[src/sv/frga_pkg.sv]
package frga_pkg;

  typedef enum logic [1:0] {
    KIND_NONE  = 2'd0,
    KIND_ASCII = 2'd1,
    KIND_HANZI = 2'd2
  } font_kind_t;

  typedef struct packed {
    logic [23:0] base;
    logic [5:0]  width;
    logic [5:0]  height;
    logic [7:0]  nbytes;
    logic [7:0]  stride;
    logic [2:0]  row_bytes;
    font_kind_t  kind;
  } font_info_t;

  localparam int FONT_COUNT = 19;
  localparam int INDEX_W = 13;
  localparam int SEL_W = 5;

  // Queue entry passed from the classifier to the address unit
  typedef struct packed {
    logic               ok;
    logic [INDEX_W-1:0] index;
    logic [SEL_W-1:0]   font;
  } glyph_job_t;

  localparam int QUEUE_DEPTH_DEF = 4;

  localparam logic [15:0] ASCII_FIRST = 16'h0020;
  localparam logic [15:0] ASCII_LAST = 16'h007E;
  localparam logic [7:0] HZ_CELL_FIRST = 8'hA1;
  localparam logic [7:0] HZ_CELL_LAST = 8'hFE;
  localparam logic [7:0] HZ_ROW1_FIRST = 8'hA1;
  localparam logic [7:0] HZ_ROW1_LAST = 8'hA9;
  localparam logic [7:0] HZ_ROW2_FIRST = 8'hB0;
  localparam logic [7:0] HZ_ROW2_LAST = 8'hF7;
  localparam logic [INDEX_W-1:0] HZ_ROW_CELLS = 13'd94;
  localparam logic [INDEX_W-1:0] HZ_SECOND_START = 13'd846;

  localparam font_info_t FONT_NONE = '{24'h0, 6'd0, 6'd0, 8'd0, 8'd0, 3'd0, KIND_NONE};

  localparam font_info_t FONT_TAB [FONT_COUNT] = '{
    '{24'h1DDF80, 6'd5,  6'd7,  8'd8,   8'd8,   3'd1, KIND_ASCII},
    '{24'h1DE280, 6'd7,  6'd8,  8'd8,   8'd8,   3'd1, KIND_ASCII},
    '{24'h1DBE00, 6'd6,  6'd12, 8'd12,  8'd12,  3'd1, KIND_ASCII},
    '{24'h1DD780, 6'd8,  6'd16, 8'd16,  8'd16,  3'd1, KIND_ASCII},
    '{24'h1DFF00, 6'd12, 6'd24, 8'd48,  8'd48,  3'd2, KIND_ASCII},
    '{24'h1E5A50, 6'd16, 6'd32, 8'd64,  8'd64,  3'd2, KIND_ASCII},
    '{24'h1DDF80, 6'd8,  6'd16, 8'd16,  8'd8,   3'd1, KIND_ASCII},
    FONT_NONE, FONT_NONE, FONT_NONE, FONT_NONE,
    FONT_NONE, FONT_NONE, FONT_NONE, FONT_NONE,
    '{24'h000000, 6'd12, 6'd12, 8'd24,  8'd24,  3'd2, KIND_HANZI},
    '{24'h02C9D0, 6'd15, 6'd16, 8'd32,  8'd32,  3'd2, KIND_HANZI},
    '{24'h068190, 6'd24, 6'd24, 8'd72,  8'd72,  3'd3, KIND_HANZI},
    '{24'h0EDF00, 6'd32, 6'd32, 8'd128, 8'd128, 3'd4, KIND_HANZI}
  };

  function automatic font_info_t font_lookup(input logic [SEL_W-1:0] sel);
    font_info_t info;
    info = FONT_NONE;
    if (int'(sel) < FONT_COUNT) begin
      info = FONT_TAB[sel];
    end
    return info;
  endfunction

endpackage

[src/sv/frga_req_if.sv]
interface frga_req_if;
  logic        valid;
  logic        ready;
  logic [15:0] char_code;
  logic [4:0]  font_select;

  modport source (output valid, output char_code, output font_select, input ready);
  modport sink (input valid, input char_code, input font_select, output ready);
endinterface

[src/sv/frga_rsp_if.sv]
interface frga_rsp_if;
  logic        valid;
  logic        ready;
  logic [23:0] glyph_address;
  logic        address_valid;
  logic [5:0]  glyph_width;
  logic [5:0]  glyph_height;
  logic [7:0]  glyph_bytes;
  logic [2:0]  row_bytes;

  modport source (output valid, output glyph_address, output address_valid,
                  output glyph_width, output glyph_height, output glyph_bytes,
                  output row_bytes, input ready);
  modport sink (input valid, input glyph_address, input address_valid,
                input glyph_width, input glyph_height, input glyph_bytes,
                input row_bytes, output ready);
endinterface

[src/sv/frga_front.sv]
module frga_front import frga_pkg::*; (
  frga_req_if.sink   req,
  output logic       push_valid,
  input  logic       push_ready,
  output glyph_job_t push_data
);

  font_info_t         info;
  logic [7:0]         row;
  logic [7:0]         cell_byte;
  logic               ascii_ok;
  logic               cell_ok;
  logic               row1_ok;
  logic               row2_ok;
  logic [6:0]         row_off;
  logic [6:0]         cell_off;
  logic [INDEX_W-1:0] row_base;
  logic [INDEX_W-1:0] hz_index;
  logic [INDEX_W-1:0] ascii_index;

  assign info      = font_lookup(req.font_select);
  assign row       = req.char_code[15:8];
  assign cell_byte = req.char_code[7:0];

  assign ascii_ok = (req.char_code >= ASCII_FIRST) && (req.char_code <= ASCII_LAST);
  assign cell_ok  = (cell_byte >= HZ_CELL_FIRST) && (cell_byte <= HZ_CELL_LAST);
  assign row1_ok  = (row >= HZ_ROW1_FIRST) && (row <= HZ_ROW1_LAST);
  assign row2_ok  = (row >= HZ_ROW2_FIRST) && (row <= HZ_ROW2_LAST);

  always_comb begin
    row_off  = row1_ok ? 7'(row - HZ_ROW1_FIRST) : 7'(row - HZ_ROW2_FIRST);
    cell_off = 7'(cell_byte - HZ_CELL_FIRST);
    row_base = INDEX_W'(INDEX_W'(row_off) * HZ_ROW_CELLS);
    // second block of rows continues after the symbol rows
    hz_index = row_base + INDEX_W'(cell_off) + (row2_ok ? HZ_SECOND_START : '0);
    ascii_index = INDEX_W'(req.char_code - ASCII_FIRST);
  end

  always_comb begin
    push_data.font  = req.font_select;
    push_data.ok    = 1'b0;
    push_data.index = '0;
    unique case (info.kind)
      KIND_ASCII: begin
        push_data.ok    = ascii_ok;
        push_data.index = ascii_index;
      end
      KIND_HANZI: begin
        push_data.ok    = cell_ok && (row1_ok || row2_ok);
        push_data.index = hz_index;
      end
      default: begin
        push_data.ok = 1'b0;
      end
    endcase
  end

  assign push_valid = req.valid;
  assign req.ready  = push_ready;

endmodule

[src/sv/frga_queue.sv]
module frga_queue import frga_pkg::*; #(
  parameter int DEPTH = QUEUE_DEPTH_DEF
) (
  input  logic       clk,
  input  logic       rst,
  input  logic       push_valid,
  output logic       push_ready,
  input  glyph_job_t push_data,
  output logic       pop_valid,
  input  logic       pop_ready,
  output glyph_job_t pop_data
);

  localparam int PTR_W = (DEPTH > 1) ? $clog2(DEPTH) : 1;
  localparam int CNT_W = $clog2(DEPTH + 1);

  glyph_job_t       slots [DEPTH];
  logic [PTR_W-1:0] wr_ptr;
  logic [PTR_W-1:0] rd_ptr;
  logic [CNT_W-1:0] count;
  logic             push;
  logic             pop;

  assign push_ready = (count != CNT_W'(DEPTH));
  assign pop_valid  = (count != '0);
  assign pop_data   = slots[rd_ptr];
  assign push       = push_valid && push_ready;
  assign pop        = pop_valid && pop_ready;

  always_ff @(posedge clk) begin
    if (push) begin
      slots[wr_ptr] <= push_data;
    end
  end

  always_ff @(posedge clk) begin
    if (rst) begin
      wr_ptr <= '0;
      rd_ptr <= '0;
      count  <= '0;
    end else begin
      if (push) begin
        wr_ptr <= (wr_ptr == PTR_W'(DEPTH - 1)) ? '0 : wr_ptr + 1'b1;
      end
      if (pop) begin
        rd_ptr <= (rd_ptr == PTR_W'(DEPTH - 1)) ? '0 : rd_ptr + 1'b1;
      end
      if (push && !pop) begin
        count <= count + 1'b1;
      end else if (pop && !push) begin
        count <= count - 1'b1;
      end
    end
  end

  a_count_bound: assert property (@(posedge clk) disable iff (rst)
    count <= CNT_W'(DEPTH))
    else $error("queue count above depth");

  a_count_up: assert property (@(posedge clk) disable iff (rst)
    push && !pop |=> count == $past(count) + 1'b1)
    else $error("queue count did not advance on request");

  a_ptr_match: assert property (@(posedge clk) disable iff (rst)
    (count == '0) |-> (wr_ptr == rd_ptr))
    else $error("empty queue with pointers apart");

endmodule

[src/sv/frga_back.sv]
module frga_back import frga_pkg::*; (
  input  logic       clk,
  input  logic       rst,
  input  logic       pop_valid,
  output logic       pop_ready,
  input  glyph_job_t pop_data,
  frga_rsp_if.source rsp
);

  localparam int PROD_W = INDEX_W + 8;

  font_info_t        info;
  logic [PROD_W-1:0] offset;
  logic [23:0]       addr;
  logic              load;

  assign info   = font_lookup(pop_data.font);
  assign offset = PROD_W'(pop_data.index) * PROD_W'(info.stride);
  assign addr   = 24'(offset) + info.base;

  // output register frees up as soon as the receiver takes the request
  assign load      = !rsp.valid || rsp.ready;
  assign pop_ready = load;

  always_ff @(posedge clk) begin
    if (rst) begin
      rsp.valid <= 1'b0;
    end else if (load) begin
      rsp.valid <= pop_valid;
    end
  end

  always_ff @(posedge clk) begin
    if (load && pop_valid) begin
      if (pop_data.ok) begin
        rsp.glyph_address <= addr;
        rsp.address_valid <= 1'b1;
        rsp.glyph_width   <= info.width;
        rsp.glyph_height  <= info.height;
        rsp.glyph_bytes   <= info.nbytes;
        rsp.row_bytes     <= info.row_bytes;
      end else begin
        rsp.glyph_address <= '0;
        rsp.address_valid <= 1'b0;
        rsp.glyph_width   <= '0;
        rsp.glyph_height  <= '0;
        rsp.glyph_bytes   <= '0;
        rsp.row_bytes     <= '0;
      end
    end
  end

endmodule

[src/sv/font_rom_glyph_address.sv]
// Glyph address lookup for a serial font ROM.
// Input channel req carries char_code (ASCII in the low byte, or a GB2312
// row/cell byte pair) and font_select. Output channel rsp carries the
// 24-bit glyph_address, address_valid and the glyph's width, height, byte
// count and bytes per row; unsupported fonts or codes return address_valid
// low with every other field zero.
// A front classifier checks the code range and forms the glyph index (one
// small multiply by the row length), pushes it into a short queue, and the
// address unit multiplies the index by the font stride, adds the font base
// and registers the result.
// A request accepted on req is written into the queue, then loaded into the
// output register once that register is free and older entries have left, and
// is offered on rsp. Throughput: one request per cycle while rsp does not stall.
// When rsp stalls, the output register holds its request and the queue
// absorbs up to QUEUE_DEPTH more; req.ready drops only when the queue is full.
// Synchronous reset empties the queue and clears rsp.valid; no clearing pass.
module font_rom_glyph_address import frga_pkg::*; #(
  parameter int QUEUE_DEPTH = QUEUE_DEPTH_DEF
) (
  input  logic       clk,
  input  logic       rst,
  frga_req_if.sink   req,
  frga_rsp_if.source rsp
);

  logic       push_valid;
  logic       push_ready;
  glyph_job_t push_data;
  logic       pop_valid;
  logic       pop_ready;
  glyph_job_t pop_data;

  frga_front u_front (
    .req        (req),
    .push_valid (push_valid),
    .push_ready (push_ready),
    .push_data  (push_data)
  );

  frga_queue #(
    .DEPTH (QUEUE_DEPTH)
  ) u_queue (
    .clk        (clk),
    .rst        (rst),
    .push_valid (push_valid),
    .push_ready (push_ready),
    .push_data  (push_data),
    .pop_valid  (pop_valid),
    .pop_ready  (pop_ready),
    .pop_data   (pop_data)
  );

  frga_back u_back (
    .clk       (clk),
    .rst       (rst),
    .pop_valid (pop_valid),
    .pop_ready (pop_ready),
    .pop_data  (pop_data),
    .rsp       (rsp)
  );

endmodule
[src/flat_wrapper.sv]
// flat-port wrapper written by rule: the top's interface ports become plain ports
module font_rom_glyph_address_flat import frga_pkg::*;
#(
  parameter int QUEUE_DEPTH = QUEUE_DEPTH_DEF
)
  (clk, rst, req_valid, req_char_code, req_font_select, req_ready, rsp_valid, rsp_glyph_address, rsp_address_valid, rsp_glyph_width, rsp_glyph_height, rsp_glyph_bytes, rsp_row_bytes, rsp_ready);
  frga_req_if req_i ();
  frga_rsp_if rsp_i ();
  input  logic clk;
  input  logic rst;
  input wire logic [$bits(req_i.valid)-1:0] req_valid;
  input wire logic [$bits(req_i.char_code)-1:0] req_char_code;
  input wire logic [$bits(req_i.font_select)-1:0] req_font_select;
  output wire logic [$bits(req_i.ready)-1:0] req_ready;
  output wire logic [$bits(rsp_i.valid)-1:0] rsp_valid;
  output wire logic [$bits(rsp_i.glyph_address)-1:0] rsp_glyph_address;
  output wire logic [$bits(rsp_i.address_valid)-1:0] rsp_address_valid;
  output wire logic [$bits(rsp_i.glyph_width)-1:0] rsp_glyph_width;
  output wire logic [$bits(rsp_i.glyph_height)-1:0] rsp_glyph_height;
  output wire logic [$bits(rsp_i.glyph_bytes)-1:0] rsp_glyph_bytes;
  output wire logic [$bits(rsp_i.row_bytes)-1:0] rsp_row_bytes;
  input wire logic [$bits(rsp_i.ready)-1:0] rsp_ready;
  assign req_i.valid = req_valid;
  assign req_i.char_code = req_char_code;
  assign req_i.font_select = req_font_select;
  assign req_ready = req_i.ready;
  assign rsp_valid = rsp_i.valid;
  assign rsp_glyph_address = rsp_i.glyph_address;
  assign rsp_address_valid = rsp_i.address_valid;
  assign rsp_glyph_width = rsp_i.glyph_width;
  assign rsp_glyph_height = rsp_i.glyph_height;
  assign rsp_glyph_bytes = rsp_i.glyph_bytes;
  assign rsp_row_bytes = rsp_i.row_bytes;
  assign rsp_i.ready = rsp_ready;
  font_rom_glyph_address #(.QUEUE_DEPTH(QUEUE_DEPTH)) u_core (.clk(clk), .rst(rst), .req(req_i), .rsp(rsp_i));
endmodule
[config.mk]
export PLATFORM = sky130hd
export DESIGN_NAME = font_rom_glyph_address_flat
export DESIGN_NICKNAME = d
export VERILOG_FILES = /design/src/sv/frga_pkg.sv /design/src/sv/frga_req_if.sv /design/src/sv/frga_rsp_if.sv /design/src/sv/frga_front.sv /design/src/sv/frga_queue.sv /design/src/sv/frga_back.sv /design/src/sv/font_rom_glyph_address.sv /design/src/flat_wrapper.sv
export SDC_FILE = /design/constraint.sdc
export NUM_CORES = 1
export LEC_CHECK = 0
export ABC_CLOCK_PERIOD_IN_PS = 19150
export BUFFER_PORTS_ARGS = -buffer_cell sky130_fd_sc_hd__buf_4
export CAP_MARGIN = 0
export CORE_MARGIN = 2
export CORE_UTILIZATION = 50
export DETAILED_ROUTE_END_ITERATION = 10
export PLACE_DENSITY = 0.72
export SYNTH_ARGS = -nofsm -noshare
export SYNTH_HDL_FRONTEND = slang
export SYNTH_SLANG_ARGS = --single-unit
[constraint.sdc]
create_clock -name clk -period 19.15 [get_ports clk]
set_input_delay 1.915 -clock clk [delete_from_list [all_inputs] [get_ports clk]]
set_output_delay 1.915 -clock clk [all_outputs]
set_load 0.03 [all_outputs]
==> reports/metrics.yaml <==
timing:
  rsz0062_at_grt: "no"
  setup_tns_ps: 0
  drv_slew: 0
  slew_headroom: 0.317
  setup_viol_count_final: 0
  max_slew.worst_pin.slew_ps: 1010
  timing.hold.ws_ps: 506
  fmax_mhz: 124
  hold_viol: 0
  period_needed_ps: 8050
  clock_skew_ps: 12.3
  min_period_over_period: 0.420
yosys:
  synth_area_per_cell_um2: 10.6
  synth_top_flop_cell: "edfxtp_1"
  synth_seq_cells: 125
  synth-seq-area-share: 0.344
  ys_warn_count: 0
  synth_edf_count: 115
  synth-async-reset-ratio: 0
  syn_inst: 1001
  synth_area_um2: 10600
  ys_types: 69
global_route:
  grt_max_degree: 42
  antenna_found_initial: 0
  overflow: 0
  grt_pass1_vias: 7284
  grt_pass1_wl_um: 35800
  track_usage: 0.204
clocking:
  numCtsBuffers: 17
  ctsHtreeMaxLevel: 4
  cts_root_buffer: "clkbuf_16"
  path_clk_slew_ps: 60
  cts_resized: 0
  clock_sinks: 125
  tritoncts: "done"
  hold_buffers: 0
  clock_latency_ps: 430
  cts_setup_buffers: 0
  clk_path_buf_depth: 2
drt:
  wirelength_um: 22000
  viasPerCell: 5.43
  route.vias.total: 7323
  wire_per_inst_um: 16.3
  drt_iter0_drc: 515
  first_pass_iters: 5
  drc: 0
  ant_nets: 0
cells_and_area:
  multiInputGateArea_um2: 6230
  final_cell_area_um2: 12000
  fin_cells: 1349
  diodes: 0
  drive_above_1_share: 0.140
  n_fill_cell: 1808
  seq_area_um2: 3650
  area_growth_pct: 12.6
  final_nets: 1272
die:
  die_x_um: 150
  rows: 53
  fp.coreArea_um2: 21000
  fp.dieH_um: 150
  start_util: 0.507
  dieArea_um2: 22400
  boundaryPins: 75
placement:
  hpwl_um: 16700
  dp_cells: 1317
  place_area_um2: 11400
  port_buffers: 69
  routabilityCongestion: 0.930
pwr:
  ir_worst_vdd_mv: 0.108
  powerDensity_nw_per_um2: 172
  p_clk_frac: 0.160
  p_int_uw: 1100
  switching_share: 0.467
  power_uw: 2060
  power_frac_seq: 0.201
  p_leak_uw: 0.00540
  comb_power_share: 0.639
  switchingPower_uw: 961
run_status:
  status: "complete, no violations"
min_path:
  min_path_type: "register to register"
critical_path:
  cp-start-kind: "input port"
  setup.worst_path.class: "input port to register"
  crit_path_end_kind: "register"
  worstPathRequired_ps: 19370
  arrival_ps: 8270
  crit_fanout: 9
run:
  maxCapViolCount: 0
-- Yosys cell counts, drive strengths merged (2+ instances only) --
cell type,n,area share
nand3,7,0.0033
or3,5,0.0029
o211ai,5,0.0035
mux4,14,0.030
and2,27,0.016
xor2,14,0.012
or4,4,0.0029
nand4b,4,0.0047
nor3,14,0.0066
and3,27,0.016
nor2b,7,0.0048
or4b,3,0.0028
clkbuf,15,0.0053
nand2b,5,0.0029
a211oi,4,0.0028
dfxtp,10,0.019
or2,3,0.0018
mux2i,14,0.014
nor3b,2,0.0014
clkinv,2,0.00071
nand3b,4,0.0028
nor2,76,0.027
inv,145,0.051
o22ai,3,0.0018
o21a,8,0.0056
a21boi,2,0.0014
ha,106,0.12
mux2,7,0.0074
buf,24,0.016
o21bai,4,0.0028
a21oi,44,0.022
nand2,88,0.031
a22oi,10,0.0071
fa,80,0.15
xnor2,29,0.024
edfxtp,115,0.32
a21o,10,0.0071
o21ai,32,0.016
a31oi,11,0.0065
-- sequential cells by signal, summed over array words and instances, names as in the netlist, named ones only --
name and count:
u_core.u_back.rsp.address_valid 1, u_core.u_back.rsp.glyph_address 21, u_core.u_back.rsp.glyph_bytes 5, u_core.u_back.rsp.glyph_height 5
u_core.u_back.rsp.glyph_width 5, u_core.u_back.rsp.row_bytes 2, u_core.u_back.rsp.valid 1, u_core.u_queue.count 3
u_core.u_queue.rd_ptr 2, u_core.u_queue.slots 76, u_core.u_queue.wr_ptr 2
-- path summary, 6_finish.rpt --
kind	start	end	slack (ps)	cells after the start
worst max-delay path	req_char_code[12]	u_core.u_queue.slots[3][17]	11100	24
worst min-delay path	u_core.u_queue.count[2]	u_core.u_queue.count[2]	510	2
worst max register to register	register	u_core.u_back.rsp.glyph_address[20]	11820	21
worst min register to register	u_core.u_queue.count[2]	u_core.u_queue.count[2]	510	2
-- kinds of logic after synthesis --
logic type | share of synthesized area
AOI/OAI and AO/OA | 0.0891
xor gates and xnor gates | 0.0375
adders and majority gates | 0.275
buffers and inverters | 0.0727
DFF | 0.344
muxes | 0.0506
other | 0.000353
and+or+nand+nor | 0.131
-- layer usage --
metal  vias to the layer above  part of all wire  track usage
li1                       3518                 -            -
met1                      3578              0.42        0.255
met2                       189              0.51        0.357
met3                        38             0.042       0.0345
met4                         0             0.025       0.0703
met5                         -                 0            0
-- layout make-up --
type                    instances  share of cell area
inverters                     147              0.0461
well taps                     275              0.0287
flip-flops and latches        125               0.305
repair buffers                 76              0.0477
multi-input cells             694               0.521
clock inverters                 9             0.00700
clock buffers                  23              0.0445
-- worst max-delay path, cell delays in order --
cell and delay, ps:
buf_4 120, inv_1 200, ha_1 280, nand4b_4 130, a2111oi_4 620, mux2i_1 380
inv_1 170, fa_1 550, inv_1 50, fa_1 460, fa_1 540, inv_1 50
ha_1 350, o21a_1 200, and2_1 170, nor2_1 130, xnor2_1 170, ha_1 280
ha_1 250, or4_1 550, a31oi_1 200, nor2_1 80, xnor2_1 160, o22ai_1 270
-- through the flow --
step	util	worst slack (ps)
detailed placement	0.542	10690
global placement	0.542	10920
global route	0.571	10710
finish	0.571	11100
CTS	0.571	11120
floorplan	-	11480
-- cell usage in the layout, fill, tap and decap left out, drive strengths merged, types with 5 or more instances in the layout --
cell    count
inv       151
edfxtp    115
ha        106
nand2      88
fa         80
buf        76
nor2       76
a21oi      44
o21ai      32
xnor2      29
and2       27
and3       27
clkbuf     23
nor3       14
mux4       14
xor2       14
mux2i      14
a31oi      11
a22oi      10
a21o       10
dfxtp      10
o21a        8
mux2        7
nand3       7
nor2b       7
o211ai      5
nand2b      5
or3         5
conb        5
clkinv      5
-- power by group through the flow --
stage	combinational (uW)	sequential, uW	clock (uW)
finish	1310	414	328
global route	1460	421	344
CTS	1320	415	333
detailed placement	1310	420	0
global placement	1290	419	0
floorplan	907	506	0
No activity file was read; power rests on OpenSTA's default activity.
